**src/design/jomsc_pkg.sv**
```systemverilog
// ----------------------------------------------------------------------------
// jomsc_pkg
// Shared types and constants for the JSON object member scanner.
// ----------------------------------------------------------------------------
`default_nettype none

package jomsc_pkg;

   localparam int DEPTH_BITS  = 16;
   localparam int FIELD_BITS  = 16;
   localparam int QUEUE_DEPTH = 4;
   localparam int QUEUE_PTR_BITS = $clog2(QUEUE_DEPTH);

   localparam logic [7:0] ASCII_LBRACE  = 8'h7B;
   localparam logic [7:0] ASCII_RBRACE  = 8'h7D;
   localparam logic [7:0] ASCII_LBRACK  = 8'h5B;
   localparam logic [7:0] ASCII_RBRACK  = 8'h5D;
   localparam logic [7:0] ASCII_QUOTE   = 8'h22;
   localparam logic [7:0] ASCII_COMMA   = 8'h2C;
   localparam logic [7:0] ASCII_COLON   = 8'h3A;
   localparam logic [7:0] ASCII_BSLASH  = 8'h5C;
   localparam logic [7:0] ASCII_SPACE   = 8'h20;
   localparam logic [7:0] ASCII_TAB     = 8'h09;
   localparam logic [7:0] ASCII_LF      = 8'h0A;
   localparam logic [7:0] ASCII_CR      = 8'h0D;

   localparam logic [2:0] STATUS_OK           = 3'd0;
   localparam logic [2:0] STATUS_BAD_OBJECT   = 3'd1;
   localparam logic [2:0] STATUS_BAD_VALUE    = 3'd2;
   localparam logic [2:0] STATUS_BAD_KEY      = 3'd3;
   localparam logic [2:0] STATUS_TRAIL_COMMA  = 3'd4;
   localparam logic [2:0] STATUS_UNBALANCED   = 3'd5;

   localparam logic KIND_MEMBER = 1'b0;
   localparam logic KIND_STATUS = 1'b1;

   typedef enum logic [3:0] {
      CH_LBRACE,
      CH_RBRACE,
      CH_LBRACK,
      CH_RBRACK,
      CH_QUOTE,
      CH_COMMA,
      CH_COLON,
      CH_BSLASH,
      CH_BLANK,
      CH_OTHER
   } char_class_type;

   typedef struct packed {
      logic [7:0] char_byte;
      logic       is_final;
   } req_payload_type;

   typedef struct packed {
      logic                  kind;
      logic [FIELD_BITS-1:0] key_begin;
      logic [FIELD_BITS-1:0] key_stop;
      logic [FIELD_BITS-1:0] value_begin;
      logic [FIELD_BITS-1:0] value_stop;
      logic [2:0]            status;
      logic                  last_of_run;
   } rsp_payload_type;

   typedef struct packed {
      char_class_type char_class;
      logic           is_final;
   } class_item_type;

endpackage

`default_nettype wire

```
**src/design/jomsc_front.sv**
```systemverilog
// ----------------------------------------------------------------------------
// jomsc_front
// Accepts characters and registers each one as a character class item.
// ----------------------------------------------------------------------------
`default_nettype none

module jomsc_front (
   input  wire logic                      clock,
   input  wire logic                      reset,
   input  wire logic                      req_valid,
   output logic                           req_ready,
   input  wire jomsc_pkg::req_payload_type req_payload,
   output logic                           item_valid,
   input  wire logic                      item_ready,
   output jomsc_pkg::class_item_type      item
);

   logic                      valid_ff;
   logic                      valid_in;
   jomsc_pkg::class_item_type item_ff;
   jomsc_pkg::class_item_type item_in;
   jomsc_pkg::char_class_type cls;

   always_comb begin
      case (req_payload.char_byte)
         jomsc_pkg::ASCII_LBRACE: cls = jomsc_pkg::CH_LBRACE;
         jomsc_pkg::ASCII_RBRACE: cls = jomsc_pkg::CH_RBRACE;
         jomsc_pkg::ASCII_LBRACK: cls = jomsc_pkg::CH_LBRACK;
         jomsc_pkg::ASCII_RBRACK: cls = jomsc_pkg::CH_RBRACK;
         jomsc_pkg::ASCII_QUOTE:  cls = jomsc_pkg::CH_QUOTE;
         jomsc_pkg::ASCII_COMMA:  cls = jomsc_pkg::CH_COMMA;
         jomsc_pkg::ASCII_COLON:  cls = jomsc_pkg::CH_COLON;
         jomsc_pkg::ASCII_BSLASH: cls = jomsc_pkg::CH_BSLASH;
         jomsc_pkg::ASCII_SPACE,
         jomsc_pkg::ASCII_TAB,
         jomsc_pkg::ASCII_LF,
         jomsc_pkg::ASCII_CR:     cls = jomsc_pkg::CH_BLANK;
         default:                 cls = jomsc_pkg::CH_OTHER;
      endcase
   end

   assign req_ready = !valid_ff || item_ready;

   always_comb begin
      valid_in = valid_ff;
      item_in  = item_ff;
      if (req_ready) begin
         valid_in = req_valid;
         item_in.char_class = cls;
         item_in.is_final   = req_payload.is_final;
      end
   end

   always_ff @(posedge clock) begin
      if (reset) begin
         valid_ff <= 1'b0;
      end else begin
         valid_ff <= valid_in;
      end
      item_ff <= item_in;
   end

   assign item_valid = valid_ff;
   assign item       = item_ff;

endmodule

`default_nettype wire

```
**src/design/jomsc_queue.sv**
```systemverilog
// ----------------------------------------------------------------------------
// jomsc_queue
// Small FIFO of classified items between the front and the scanner.
// ----------------------------------------------------------------------------
`default_nettype none

module jomsc_queue (
   input  wire logic                      clock,
   input  wire logic                      reset,
   input  wire logic                      in_valid,
   output logic                           in_ready,
   input  wire jomsc_pkg::class_item_type in_item,
   output logic                           out_valid,
   input  wire logic                      out_ready,
   output jomsc_pkg::class_item_type      out_item
);

   localparam int PB = jomsc_pkg::QUEUE_PTR_BITS;

   jomsc_pkg::class_item_type mem_ff [jomsc_pkg::QUEUE_DEPTH];
   logic [PB-1:0] wr_ptr_ff;
   logic [PB-1:0] wr_ptr_in;
   logic [PB-1:0] rd_ptr_ff;
   logic [PB-1:0] rd_ptr_in;
   logic [PB:0]   count_ff;
   logic [PB:0]   count_in;
   logic          push;
   logic          pop;

   assign in_ready  = count_ff != (PB+1)'(jomsc_pkg::QUEUE_DEPTH);
   assign out_valid = count_ff != '0;
   assign out_item  = mem_ff[rd_ptr_ff];
   assign push      = in_valid && in_ready;
   assign pop       = out_valid && out_ready;

   always_comb begin
      wr_ptr_in = push ? wr_ptr_ff + 1'b1 : wr_ptr_ff;
      rd_ptr_in = pop  ? rd_ptr_ff + 1'b1 : rd_ptr_ff;
      count_in  = count_ff;
      if (push && !pop) begin
         count_in = count_ff + 1'b1;
      end else if (pop && !push) begin
         count_in = count_ff - 1'b1;
      end
   end

   always_ff @(posedge clock) begin
      if (reset) begin
         wr_ptr_ff <= '0;
         rd_ptr_ff <= '0;
         count_ff  <= '0;
      end else begin
         wr_ptr_ff <= wr_ptr_in;
         rd_ptr_ff <= rd_ptr_in;
         count_ff  <= count_in;
      end
      if (push) begin
         mem_ff[wr_ptr_ff] <= in_item;
      end
   end

endmodule

`default_nettype wire

```
**src/design/jomsc_back.sv**
```systemverilog
// ----------------------------------------------------------------------------
// jomsc_back
// Scanner state and a two-entry result buffer; takes one item per cycle
// when the buffer has room for every result that item makes.
// ----------------------------------------------------------------------------
`default_nettype none

module jomsc_back (
   input  wire logic                      clock,
   input  wire logic                      reset,
   input  wire logic                      item_valid,
   output logic                           item_ready,
   input  wire jomsc_pkg::class_item_type item,
   output logic                           rsp_valid,
   input  wire logic                      rsp_ready,
   output jomsc_pkg::rsp_payload_type     rsp_payload
);

   // offsets wrap at the result field width
   localparam int OFFSET_BITS = jomsc_pkg::FIELD_BITS;
   localparam int DB = jomsc_pkg::DEPTH_BITS;
   localparam logic [OFFSET_BITS-1:0] OFF_ONE = OFFSET_BITS'(1);
   localparam logic [DB-1:0] DEPTH_ONE = DB'(1);

   // scanner state
   logic [OFFSET_BITS-1:0] pos_ff, pos_in;
   logic [OFFSET_BITS-1:0] ko_at_ff, ko_at_in;
   logic [OFFSET_BITS-1:0] kc_at_ff, kc_at_in;
   logic [OFFSET_BITS-1:0] vo_at_ff, vo_at_in;
   logic [DB-1:0]          brace_ff, brace_in;
   logic [DB-1:0]          brack_ff, brack_in;
   logic                   in_str_ff, in_str_in;
   logic                   await_ff, await_in;
   logic                   comma_ff, comma_in;
   logic                   first_bad_ff, first_bad_in;
   logic [2:0]             err_ff, err_in;
   logic                   started_ff, started_in;
   logic                   ko_ff, ko_in;
   logic                   kc_ff, kc_in;
   logic                   vo_ff, vo_in;
   logic                   prev_bs_ff, prev_bs_in;

   // result buffer
   jomsc_pkg::rsp_payload_type ent_ff [2];
   jomsc_pkg::rsp_payload_type ent_in [2];
   logic [1:0]                 cnt_ff, cnt_in;

   logic                       guarded;
   logic                       blank;
   logic                       emit;
   logic                       fin;
   logic [OFFSET_BITS-1:0]     gap;
   logic [2:0]                 status;
   logic [1:0]                 n_res;
   logic [1:0]                 cnt_p;
   logic [1:0]                 free;
   logic                       pop;
   jomsc_pkg::rsp_payload_type member_r;
   jomsc_pkg::rsp_payload_type status_r;

   assign fin     = item.is_final;
   assign blank   = item.char_class == jomsc_pkg::CH_BLANK;
   assign guarded = (brack_ff != '0) || in_str_ff || (brace_ff > DEPTH_ONE);
   assign gap     = pos_ff - vo_at_ff;

   // next scanner state for the item at the queue head
   always_comb begin
      pos_in       = pos_ff + OFF_ONE;
      ko_at_in     = ko_at_ff;
      kc_at_in     = kc_at_ff;
      vo_at_in     = vo_at_ff;
      brace_in     = brace_ff;
      brack_in     = brack_ff;
      in_str_in    = in_str_ff;
      await_in     = await_ff;
      comma_in     = comma_ff;
      first_bad_in = first_bad_ff;
      err_in       = err_ff;
      started_in   = started_ff;
      ko_in        = ko_ff;
      kc_in        = kc_ff;
      vo_in        = vo_ff;
      prev_bs_in   = item.char_class == jomsc_pkg::CH_BSLASH;
      emit         = 1'b0;
      if (!started_ff) begin
         // first character is only checked for an opening brace
         started_in   = 1'b1;
         first_bad_in = item.char_class != jomsc_pkg::CH_LBRACE;
      end else if (!first_bad_ff && err_ff == jomsc_pkg::STATUS_OK) begin
         case (item.char_class)
            jomsc_pkg::CH_LBRACK: begin
               brack_in = brack_ff + DEPTH_ONE;
            end
            jomsc_pkg::CH_RBRACK: begin
               brack_in = brack_ff - DEPTH_ONE;
            end
            jomsc_pkg::CH_LBRACE: begin
               brace_in = brace_ff + DEPTH_ONE;
            end
            jomsc_pkg::CH_QUOTE: begin
               if (prev_bs_ff) begin
                  // escaped quote
               end else if (!ko_ff) begin
                  ko_at_in  = pos_ff + OFF_ONE;
                  ko_in     = 1'b1;
                  kc_in     = 1'b0;
                  in_str_in = 1'b1;
               end else if (!kc_ff) begin
                  kc_at_in  = pos_ff;
                  kc_in     = 1'b1;
                  in_str_in = 1'b0;
               end else begin
                  in_str_in = !in_str_ff;
               end
            end
            jomsc_pkg::CH_RBRACE: begin
               brace_in = brace_ff - DEPTH_ONE;
               if (!guarded) begin
                  if (ko_ff && kc_ff && !vo_ff) begin
                     err_in = jomsc_pkg::STATUS_BAD_VALUE;
                  end else if (vo_ff && vo_at_ff == pos_ff) begin
                     err_in = jomsc_pkg::STATUS_BAD_VALUE;
                  end else if (ko_ff && kc_ff && vo_ff) begin
                     emit     = 1'b1;
                     ko_in    = 1'b0;
                     kc_in    = 1'b0;
                     vo_in    = 1'b0;
                     await_in = 1'b0;
                     comma_in = 1'b0;
                  end else if (comma_ff) begin
                     err_in = jomsc_pkg::STATUS_TRAIL_COMMA;
                  end
               end
            end
            jomsc_pkg::CH_COMMA: begin
               if (!guarded) begin
                  if (!vo_ff) begin
                     err_in = jomsc_pkg::STATUS_BAD_VALUE;
                  end else begin
                     if (ko_ff && kc_ff) begin
                        emit     = 1'b1;
                        ko_in    = 1'b0;
                        kc_in    = 1'b0;
                        vo_in    = 1'b0;
                        await_in = 1'b0;
                     end
                     comma_in = 1'b1;
                  end
               end
            end
            jomsc_pkg::CH_COLON: begin
               if (!guarded) begin
                  if (vo_ff) begin
                     err_in = jomsc_pkg::STATUS_BAD_OBJECT;
                  end else if (!(ko_ff && kc_ff)) begin
                     err_in = jomsc_pkg::STATUS_BAD_KEY;
                  end else begin
                     vo_at_in = pos_ff + OFF_ONE;
                     vo_in    = 1'b1;
                     await_in = 1'b1;
                  end
               end
            end
            default: begin
               if (!ko_ff && !blank) begin
                  err_in = jomsc_pkg::STATUS_BAD_KEY;
               end else if (ko_ff && kc_ff && !blank && !vo_ff) begin
                  err_in = jomsc_pkg::STATUS_BAD_OBJECT;
               end else if (vo_ff && await_ff) begin
                  if (blank && !guarded) begin
                     // skip blanks right after the colon
                     if (gap <= OFF_ONE) begin
                        vo_at_in = pos_ff + OFF_ONE;
                     end
                  end else begin
                     await_in = 1'b0;
                  end
               end
            end
         endcase
      end

      if (first_bad_in || item.char_class != jomsc_pkg::CH_RBRACE) begin
         status = jomsc_pkg::STATUS_BAD_OBJECT;
      end else if (err_in != jomsc_pkg::STATUS_OK) begin
         status = err_in;
      end else if (brack_in != '0 || brace_in != '0 || in_str_in) begin
         status = jomsc_pkg::STATUS_UNBALANCED;
      end else begin
         status = jomsc_pkg::STATUS_OK;
      end

      if (fin) begin
         // back to the reset state for the next document, but for the backslash flag
         pos_in       = '0;
         brace_in     = DEPTH_ONE;
         brack_in     = '0;
         in_str_in    = 1'b0;
         await_in     = 1'b0;
         comma_in     = 1'b0;
         first_bad_in = 1'b0;
         err_in       = jomsc_pkg::STATUS_OK;
         started_in   = 1'b0;
         ko_in        = 1'b0;
         kc_in        = 1'b0;
         vo_in        = 1'b0;
      end
   end

   always_comb begin
      member_r.kind        = jomsc_pkg::KIND_MEMBER;
      member_r.key_begin   = ko_at_ff;
      member_r.key_stop    = kc_at_ff;
      member_r.value_begin = vo_at_ff;
      member_r.value_stop  = pos_ff;
      member_r.status      = jomsc_pkg::STATUS_OK;
      member_r.last_of_run = !fin;

      status_r.kind        = jomsc_pkg::KIND_STATUS;
      status_r.key_begin   = '0;
      status_r.key_stop    = '0;
      status_r.value_begin = '0;
      status_r.value_stop  = '0;
      status_r.status      = status;
      status_r.last_of_run = 1'b1;
   end

   assign n_res      = 2'(emit) + 2'(fin);
   assign rsp_valid  = cnt_ff != 2'd0;
   assign rsp_payload = ent_ff[0];
   assign pop        = rsp_valid && rsp_ready;
   assign cnt_p      = pop ? cnt_ff - 2'd1 : cnt_ff;
   assign free       = 2'd2 - cnt_p;
   assign item_ready = n_res <= free;

   always_comb begin
      ent_in[0] = pop ? ent_ff[1] : ent_ff[0];
      ent_in[1] = ent_ff[1];
      cnt_in    = cnt_p;
      if (item_valid && item_ready) begin
         cnt_in = cnt_p + n_res;
         if (n_res == 2'd2) begin
            ent_in[0] = member_r;
            ent_in[1] = status_r;
         end else if (n_res == 2'd1) begin
            ent_in[cnt_p[0]] = emit ? member_r : status_r;
         end
      end
   end

   always_ff @(posedge clock) begin
      if (reset) begin
         pos_ff       <= '0;
         brace_ff     <= DEPTH_ONE;
         brack_ff     <= '0;
         in_str_ff    <= 1'b0;
         await_ff     <= 1'b0;
         comma_ff     <= 1'b0;
         first_bad_ff <= 1'b0;
         err_ff       <= jomsc_pkg::STATUS_OK;
         started_ff   <= 1'b0;
         ko_ff        <= 1'b0;
         kc_ff        <= 1'b0;
         vo_ff        <= 1'b0;
         prev_bs_ff   <= 1'b0;
         cnt_ff       <= 2'd0;
      end else begin
         if (item_valid && item_ready) begin
            pos_ff       <= pos_in;
            brace_ff     <= brace_in;
            brack_ff     <= brack_in;
            in_str_ff    <= in_str_in;
            await_ff     <= await_in;
            comma_ff     <= comma_in;
            first_bad_ff <= first_bad_in;
            err_ff       <= err_in;
            started_ff   <= started_in;
            ko_ff        <= ko_in;
            kc_ff        <= kc_in;
            vo_ff        <= vo_in;
            prev_bs_ff   <= prev_bs_in;
         end
         cnt_ff <= cnt_in;
      end
      if (item_valid && item_ready) begin
         ko_at_ff <= ko_at_in;
         kc_at_ff <= kc_at_in;
         vo_at_ff <= vo_at_in;
      end
      ent_ff[0] <= ent_in[0];
      ent_ff[1] <= ent_in[1];
   end

endmodule

`default_nettype wire

```
**src/design/json_object_member_scanner.sv**
```systemverilog
// ----------------------------------------------------------------------------
// json_object_member_scanner
// Scans one JSON object text a character at a time and reports member
// key/value offsets and a status for the document.
// ----------------------------------------------------------------------------
//   channel  direction  handshake             payload
//   req_     in         req_valid/req_ready   char_byte, is_final
//   rsp_     out        rsp_valid/rsp_ready   kind, offsets, status, last_of_run
//
// One character per cycle while rsp_ready stays high and the result buffer has
// room; a character that ends a member and the document makes two items.
// Each character passes the front register, the queue and the result buffer.
// The classify stage and a four-entry queue let input keep flowing while the
// scanner waits for room in its two-entry result buffer.
// Reset is synchronous and returns the scanner to the start of a document.
// ----------------------------------------------------------------------------
`default_nettype none

module json_object_member_scanner (
   input  wire logic                       clock,
   input  wire logic                       reset,
   input  wire logic                       req_valid,
   output logic                            req_ready,
   input  wire jomsc_pkg::req_payload_type req_payload,
   output logic                            rsp_valid,
   input  wire logic                       rsp_ready,
   output jomsc_pkg::rsp_payload_type      rsp_payload
);

   logic                      f_valid;
   logic                      f_ready;
   jomsc_pkg::class_item_type f_item;
   logic                      q_valid;
   logic                      q_ready;
   jomsc_pkg::class_item_type q_item;

   jomsc_front u_front (
      .clock       (clock),
      .reset       (reset),
      .req_valid   (req_valid),
      .req_ready   (req_ready),
      .req_payload (req_payload),
      .item_valid  (f_valid),
      .item_ready  (f_ready),
      .item        (f_item)
   );

   jomsc_queue u_queue (
      .clock     (clock),
      .reset     (reset),
      .in_valid  (f_valid),
      .in_ready  (f_ready),
      .in_item   (f_item),
      .out_valid (q_valid),
      .out_ready (q_ready),
      .out_item  (q_item)
   );

   jomsc_back u_back (
      .clock       (clock),
      .reset       (reset),
      .item_valid  (q_valid),
      .item_ready  (q_ready),
      .item        (q_item),
      .rsp_valid   (rsp_valid),
      .rsp_ready   (rsp_ready),
      .rsp_payload (rsp_payload)
   );

endmodule

`default_nettype wire

```
**config.mk**
```make
export PLATFORM = sky130hd
export DESIGN_NAME = json_object_member_scanner
export DESIGN_NICKNAME = d
export VERILOG_FILES = /design/src/design/jomsc_pkg.sv /design/src/design/jomsc_front.sv /design/src/design/jomsc_queue.sv /design/src/design/jomsc_back.sv /design/src/design/json_object_member_scanner.sv
export SDC_FILE = /design/constraint.sdc
export NUM_CORES = 1
export LEC_CHECK = 0
export BUFFER_PORTS_ARGS = -buffer_cell sky130_fd_sc_hd__buf_2
export CORE_ASPECT_RATIO = 0.75
export CORE_MARGIN = 2
export CORE_UTILIZATION = 55
export CTS_CLUSTER_SIZE = 12
export DETAILED_ROUTE_END_ITERATION = 10
export GPL_ROUTABILITY_DRIVEN = 0
export PLACE_DENSITY = 0.81
export RECOVER_POWER = 100
export SETUP_SLACK_MARGIN = 0.4
export SYNTH_ARGS = -nofsm -noshare
export SYNTH_HDL_FRONTEND = slang
export SYNTH_SLANG_ARGS = --single-unit
```
**constraint.sdc**
```tcl
create_clock -name clock -period 9.4 [get_ports clock]
set_input_delay 0.47 -clock clock [delete_from_list [all_inputs] [get_ports clock]]
set_output_delay 0.47 -clock clock [all_outputs]
set_load 0.02 [all_outputs]
```
# ---- Yosys cells after proc, flatten, opt, wreduce, memory -nomap -nowiden
# Memories as Yosys holds them, arrays and structs flattened. A register that Yosys moved wholly into a read port is not among the register bits.
# Cells that the tools add are included.
dict set report totals {
  register_bits 123
  mem_bits_rw 158
  in_bits 13
  output_inout_bits 71
  elab_cells 273
  memories 2
}
dict set report op_classes {
  n_addsub 14
  n_lt_le_gt_ge 5
  eq_ne 45
  muxes 118
  bitwise_logic 5
  reduce_logical 61
}
# name depth word_bits rd rd_clocked_by_memory_dff wr line
set mem_list {}
lappend mem_list {u_back.ent_ff 2 69 2 0 2 jomsc_back.sv:44} ;# jomsc_pkg::rsp_payload_type ent_ff [2];
lappend mem_list {u_queue.mem_ff 4 5 1 1 1 jomsc_queue.sv:20} ;# jomsc_pkg::class_item_type mem_ff [jomsc_pkg::QUEUE_DEPTH];
# op count
set ops {}
lappend ops {{138-bit 2-to-1 mux} 3}
lappend ops {{16-bit 2-to-1 mux} 15}
lappend ops {{69-bit 2-to-1 mux} 3}
lappend ops {{138-bit bitwise mux} 1}
lappend ops {{16-bit one-hot mux with 2 select lines} 3}
lappend ops {{69-bit demux with 1-bit select} 1}
lappend ops {{1-bit 2-to-1 mux} 60}
lappend ops {{3-bit 2-to-1 mux} 20}
lappend ops {{16-bit by 1-bit adder with 16-bit output, second input constant} 3}
lappend ops {{16-bit nonzero test} 3}
lappend ops {{8-bit by 7-bit equality test with 1-bit output, second input constant} 5}
lappend ops {{4-bit one-hot mux with 9 select lines} 1}
lappend ops {{8-bit by 6-bit equality test with 1-bit output, second input constant} 4}
lappend ops {{16-bit by 1-bit subtractor with 16-bit output, second input constant} 2}
lappend ops {{8-bit by 4-bit equality test with 1-bit output, second input constant} 3}
lappend ops {{3-bit inequality test, second input constant} 8}
lappend ops {{12-bit AND reduction} 2}
lappend ops {{10-bit AND reduction} 2}
lappend ops {{18-bit AND reduction} 1}
lappend ops {{16-bit equality test} 1}
lappend ops {{4-bit by 3-bit equality test with 1-bit output, second input constant} 4}
lappend ops {{16-bit by 1-bit greater-than comparator with 1-bit output, second input constant} 1}
lappend ops {{16-bit by 1-bit <= comparator with 1-bit output, second input constant} 1}
lappend ops {{1-bit logical AND} 16}
lappend ops {{40 further kinds} 85}

# ---- Depth between registers and ports, before layout
dict set report depth {
  ltp_word 17
  mapped_depth 25
  depth_no_buf 21
}

# ---- By module
# Synthesis repeated with hierarchy kept, for this count alone.
dict set report unflattened {
  cells_unflattened 1706
  area_unflattened_um2 15564.9
}
# module n_inst cells_per_inst area_each_um2 seq_area_each_um2
set by_module_without_submodules {}
lappend by_module_without_submodules {jomsc_back 1 1594 13965.9 6135.9}
lappend by_module_without_submodules {jomsc_queue 1 74 1203.7 780.7}
lappend by_module_without_submodules {jomsc_front 1 38 395.4 170.2}

# ---- Least setup slack after synthesis
# No wires, ideal clock.
dict set report synth_timing {
  kind {reg2reg}
  startpoint {reg, netlist name u_back.brace_ff[8]}
  endpoint {mem u_back.ent_ff[0][100] (netlist bit) (enable)}
  setup_ns 0.497
  arrival_ns 6.962
  required_time_ns 8.903
  setup_slack_ns 1.941
  path_stages_with_launch 21
  path_buffers 6
  synth_period_minus_slack_ns 7.459
  path_cell_list {dfxtp_1 clkbuf_1 nor3_1 nand3_1 or3_1 or4_1 clkbuf_1 nor2_1 and3_1 buf_1 ha_1 clkbuf_1 inv_1 ha_1 inv_1 a21oi_1 o32a_1 inv_1 clkbuf_1 buf_1 nor2_1}
}
# element line
set synth_rtl {}
lappend synth_rtl {{end: declaration} jomsc_back.sv:44}

==> qor.csv <==
stage,metric,value,unit
outcome,status,finished with violations,
outcome,violations,"capacitance limit, slew limit",
detailed_routing,drc,0,
logic_synthesis,synth_ff_type,edfxtp_1,
placed_design,hpwl,25.8,mm
clock_network,cts_setup_buffers,0,
logic_synthesis,synth.top_cell.area_share,0.284,
sta,final_hold_viol_count,0,
worst_setup_path,crit_path_end_kind,flop,
die,die_area,28700,um^2
die,fp.dieW,195,um
cells_and_area,diodes,0,
logic_synthesis,async_reset_ff_frac,0,
placed_design,dpl_worst_slack,3000,ps
logic_synthesis,synth_area_leaders,"edfxtp_1 28%, dfxtp_1 19%, mux2i_1 5.5%",
sta,finalWorstSetupSlack,1840,ps
pwr,power_per_cell_area,284,nW/um^2
logic_synthesis,synth_cells,1552,
sta,tightest_slew,2700,ps
global_routing,first_global_vias,11300,
logic_synthesis,ys_seq_area_frac,0.472,
worst_setup_path,path_cells,nor3_1 -> nand3_1 -> or3_1 -> or4_1 -> nor2_1 -> and3_1 -> ha_1 -> ha_1 -> nor2b_1 -> o32a_1 -> inv_1 -> clkbuf_1 -> nor2_1 -> nand2_1 -> o21ai_4 -> clkbuf_2 -> nand2_1 -> o21ai_0,
clock_network,path_clk_slew,60,ps
logic_synthesis,yosysTopAreaCell,edfxtp_1,
die,start_util,0.558,
die,die_h,147,um
worst_setup_path,critPathLaunchType,flop,
global_routing,grt_use_total,0.262,
die,coreArea,26900,um^2
logic_synthesis,syn_nets,1612,
clock_network,numCtsBuffers,28,
clock_network,cts_tree,done,
detailed_routing,dr.first_iter.drc_count,1579,
sta,holdWs,80.6,ps
pwr,max-vdd-ir-drop,0.218,mV
global_routing,grt_max_degree,69,
global_routing,antenna_found_initial,0,
logic_synthesis,yosysUniqueCellTypes,76,
global_routing,grt_pass1_wl,60.8,mm
sta,setup_viol,0,
logic_synthesis,yosysMostFrequentCell,edfxtp_1,
worst_setup_path,r2r_start,u_back.brace_ff[8],
cells_and_area,area_growth,5.91,%
sta,skew,22.7,ps
min_path,hp-class,in -> reg,
clock_network,root_buffer,clkbuf_16,
sta,slew_headroom,-0.801,
sta,rsz0062_at_grt,false,
detailed_routing,viasPerCell,6.34,
detailed_routing,wire_per_inst,20.0,um
worst_setup_path,slowest_delay,920,ps
logic_synthesis,yosys_warnings,0,
detailed_routing,via_count,12000,
sta,maxSlewViolCount,94,
worst_setup_path,reg2reg_slack,1840,ps
worst_setup_path,startpoint,u_back.brace_ff[8],
clock_network,cts_buffer_depth,3,
sta,max_clock_freq,132,MHz
worst_setup_path,crit_slowest_cell,clkbuf_1,
worst_setup_path,critPathRequiredTime,9800,ps
min_path,hold_path_startpoint,req_payload[0],
logic_synthesis,ys_seq_elements,283,
logic_synthesis,synth_area_per_cell,9.68,um^2
sta,fin_crit,7560,ps
worst_setup_path,arrival,7970,ps
cells_and_area,finalNetCount,1583,
flow_run,maxCapViolCount,2,
sta,post-route-period-util,0.805,
clock_network,numClockSinks,283,
clock_network,cts_resized,0,
worst_setup_path,cp_max_fo,64,
worst_setup_path,crit_buf_inv,3,
clock_network,cts_hold_buf,0,
logic_synthesis,synth_commonest_cells,"142 x edfxtp_1, 141 x dfxtp_1, 140 x nand2_1, 139 x nor2_1, 129 x o21ai_0",
detailed_routing,ant_nets,0,
die,io_pins,84,
pwr,p_leak,6.09,nW
cells_and_area,drive_gt1_frac,0.0506,
logic_synthesis,syn-cell-area,15000,um^2
cells_and_area,fin_util,0.591,
clock_network,htree_num_levels,1,
worst_setup_path,crit_type,reg -> reg,
detailed_routing,drt_wl_total,37.8,mm
die,row_count,52,
clock_network,clock_latency,560,ps
worst_setup_path,path_delay_family,simple AND/OR/NAND/NOR gates,
detailed_routing,drtPass1Iterations,6,
placed_design,io_buffers,83,
logic_synthesis,synth_edf_count,142,
sta,setup_tns,0,ps
global_routing,grt_overflow_total,0,
## through the flow
| step | area, um^2 | total power (W) | instances |
|---|---|---|---|
| after floorplan | 15000 | 0.00315 | 1552 |
| after global routing | 15900 | 0.00476 | 1893 |
| final | 15900 | 0.00452 | 1893 |
| after global placement | 15200 | 0.00344 | 1844 |
| after detailed placement | 15200 | 0.00349 | 1844 |
| after CTS | 16000 | 0.00455 | 1893 |
## cell usage in the layout (no fill, tap or decap), types with 13 or more instances in the layout
cell type,Yosys,layout
clkbuf_16,0,28
xor2_1,25,25
a21oi_1,74,73
nand2b_1,13,13
o21ai_0,129,129
nor2_1,139,136
nor4_1,16,16
nand4_1,14,14
a22oi_1,32,32
nor2b_1,15,15
dfxtp_1,141,141
mux2i_1,82,82
xnor2_1,23,23
and3_1,23,23
nand3_1,37,37
nand2_1,140,139
nor3_1,24,24
ha_1,44,44
clkbuf_1,74,98
inv_1,49,49
edfxtp_1,142,142
a22o_1,56,56
## final timing paths
path,end,cells after the start
max,u_back.ent_ff[0][28],18
min reg2reg,u_back.ent_ff[0][48],2
min,u_front.item[0],1
max reg2reg,u_back.ent_ff[0][28],18
## worst reg2reg max path, cell delays in order, from the launching register on
cell	delay, ps
dfxtp_1	380
nor3_1	450
nand3_1	250
or3_1	370
or4_1	690
nor2_1	170
and3_1	510
ha_1	590
ha_1	340
nor2b_1	130
o32a_1	160
inv_1	710
clkbuf_1	920
nor2_1	230
nand2_1	180
o21ai_4	60
clkbuf_2	780
nand2_1	330
o21ai_0	140
## cell families (layout without fill, tap and decap cells)
logic type	count (synthesis)	count (layout)	share of synthesized area
simple gates	484	484	0.156
compound gates	393	393	0.170
flops	283	283	0.472
buf+inv	207	197	0.0697
mux	90	90	0.0644
xor+xnor	48	48	0.0280
fa+ha+maj	47	47	0.0406
## power breakdown
part / switching, W / internal [W]
registers: 0.000193 / 0.00169
logic: 0.00109 / 0.000492
clock network: 0.000464 / 0.000599
## routing by layer
metal	routed length [um]	GRT usage	up-vias
li1	-	-	5544
met1	17200	0.396	5699
met2	15800	0.383	683
met3	4050	0.0526	83
met4	748	0.0656	0
met5	0	0	-
## cell type report
cell class / count / area [um^2]
fillers: 2286 / 11000
multi-input cells: 1062 / 6940
well taps: 351 / 439
repair buffers: 98 / 404
flip-flops and latches: 283 / 7090
inverters: 50 / 188
clock buffers: 47 / 792
clock inverters: 2 / 60.1
## flip-flops by register name (all words and copies together) (netlist names), 2 cells and up, named ones only
| signal | count |
|---|---|
| u_back.err_ff | 3 |
| u_back.ent_ff | 138 |
| u_back.cnt_ff | 2 |
| u_back.pos_ff | 16 |
| u_back.vo_at_ff | 16 |
| u_queue.mem_ff | 20 |
| u_back.kc_at_ff | 16 |
| u_queue.count_ff | 3 |
| u_back.brack_ff | 16 |
| u_front.item | 5 |
| u_back.ko_at_ff | 16 |
| u_queue.wr_ptr_ff | 2 |
| u_back.brace_ff | 16 |
| u_queue.rd_ptr_ff | 2 |
(Power assumes the default switching activity.)
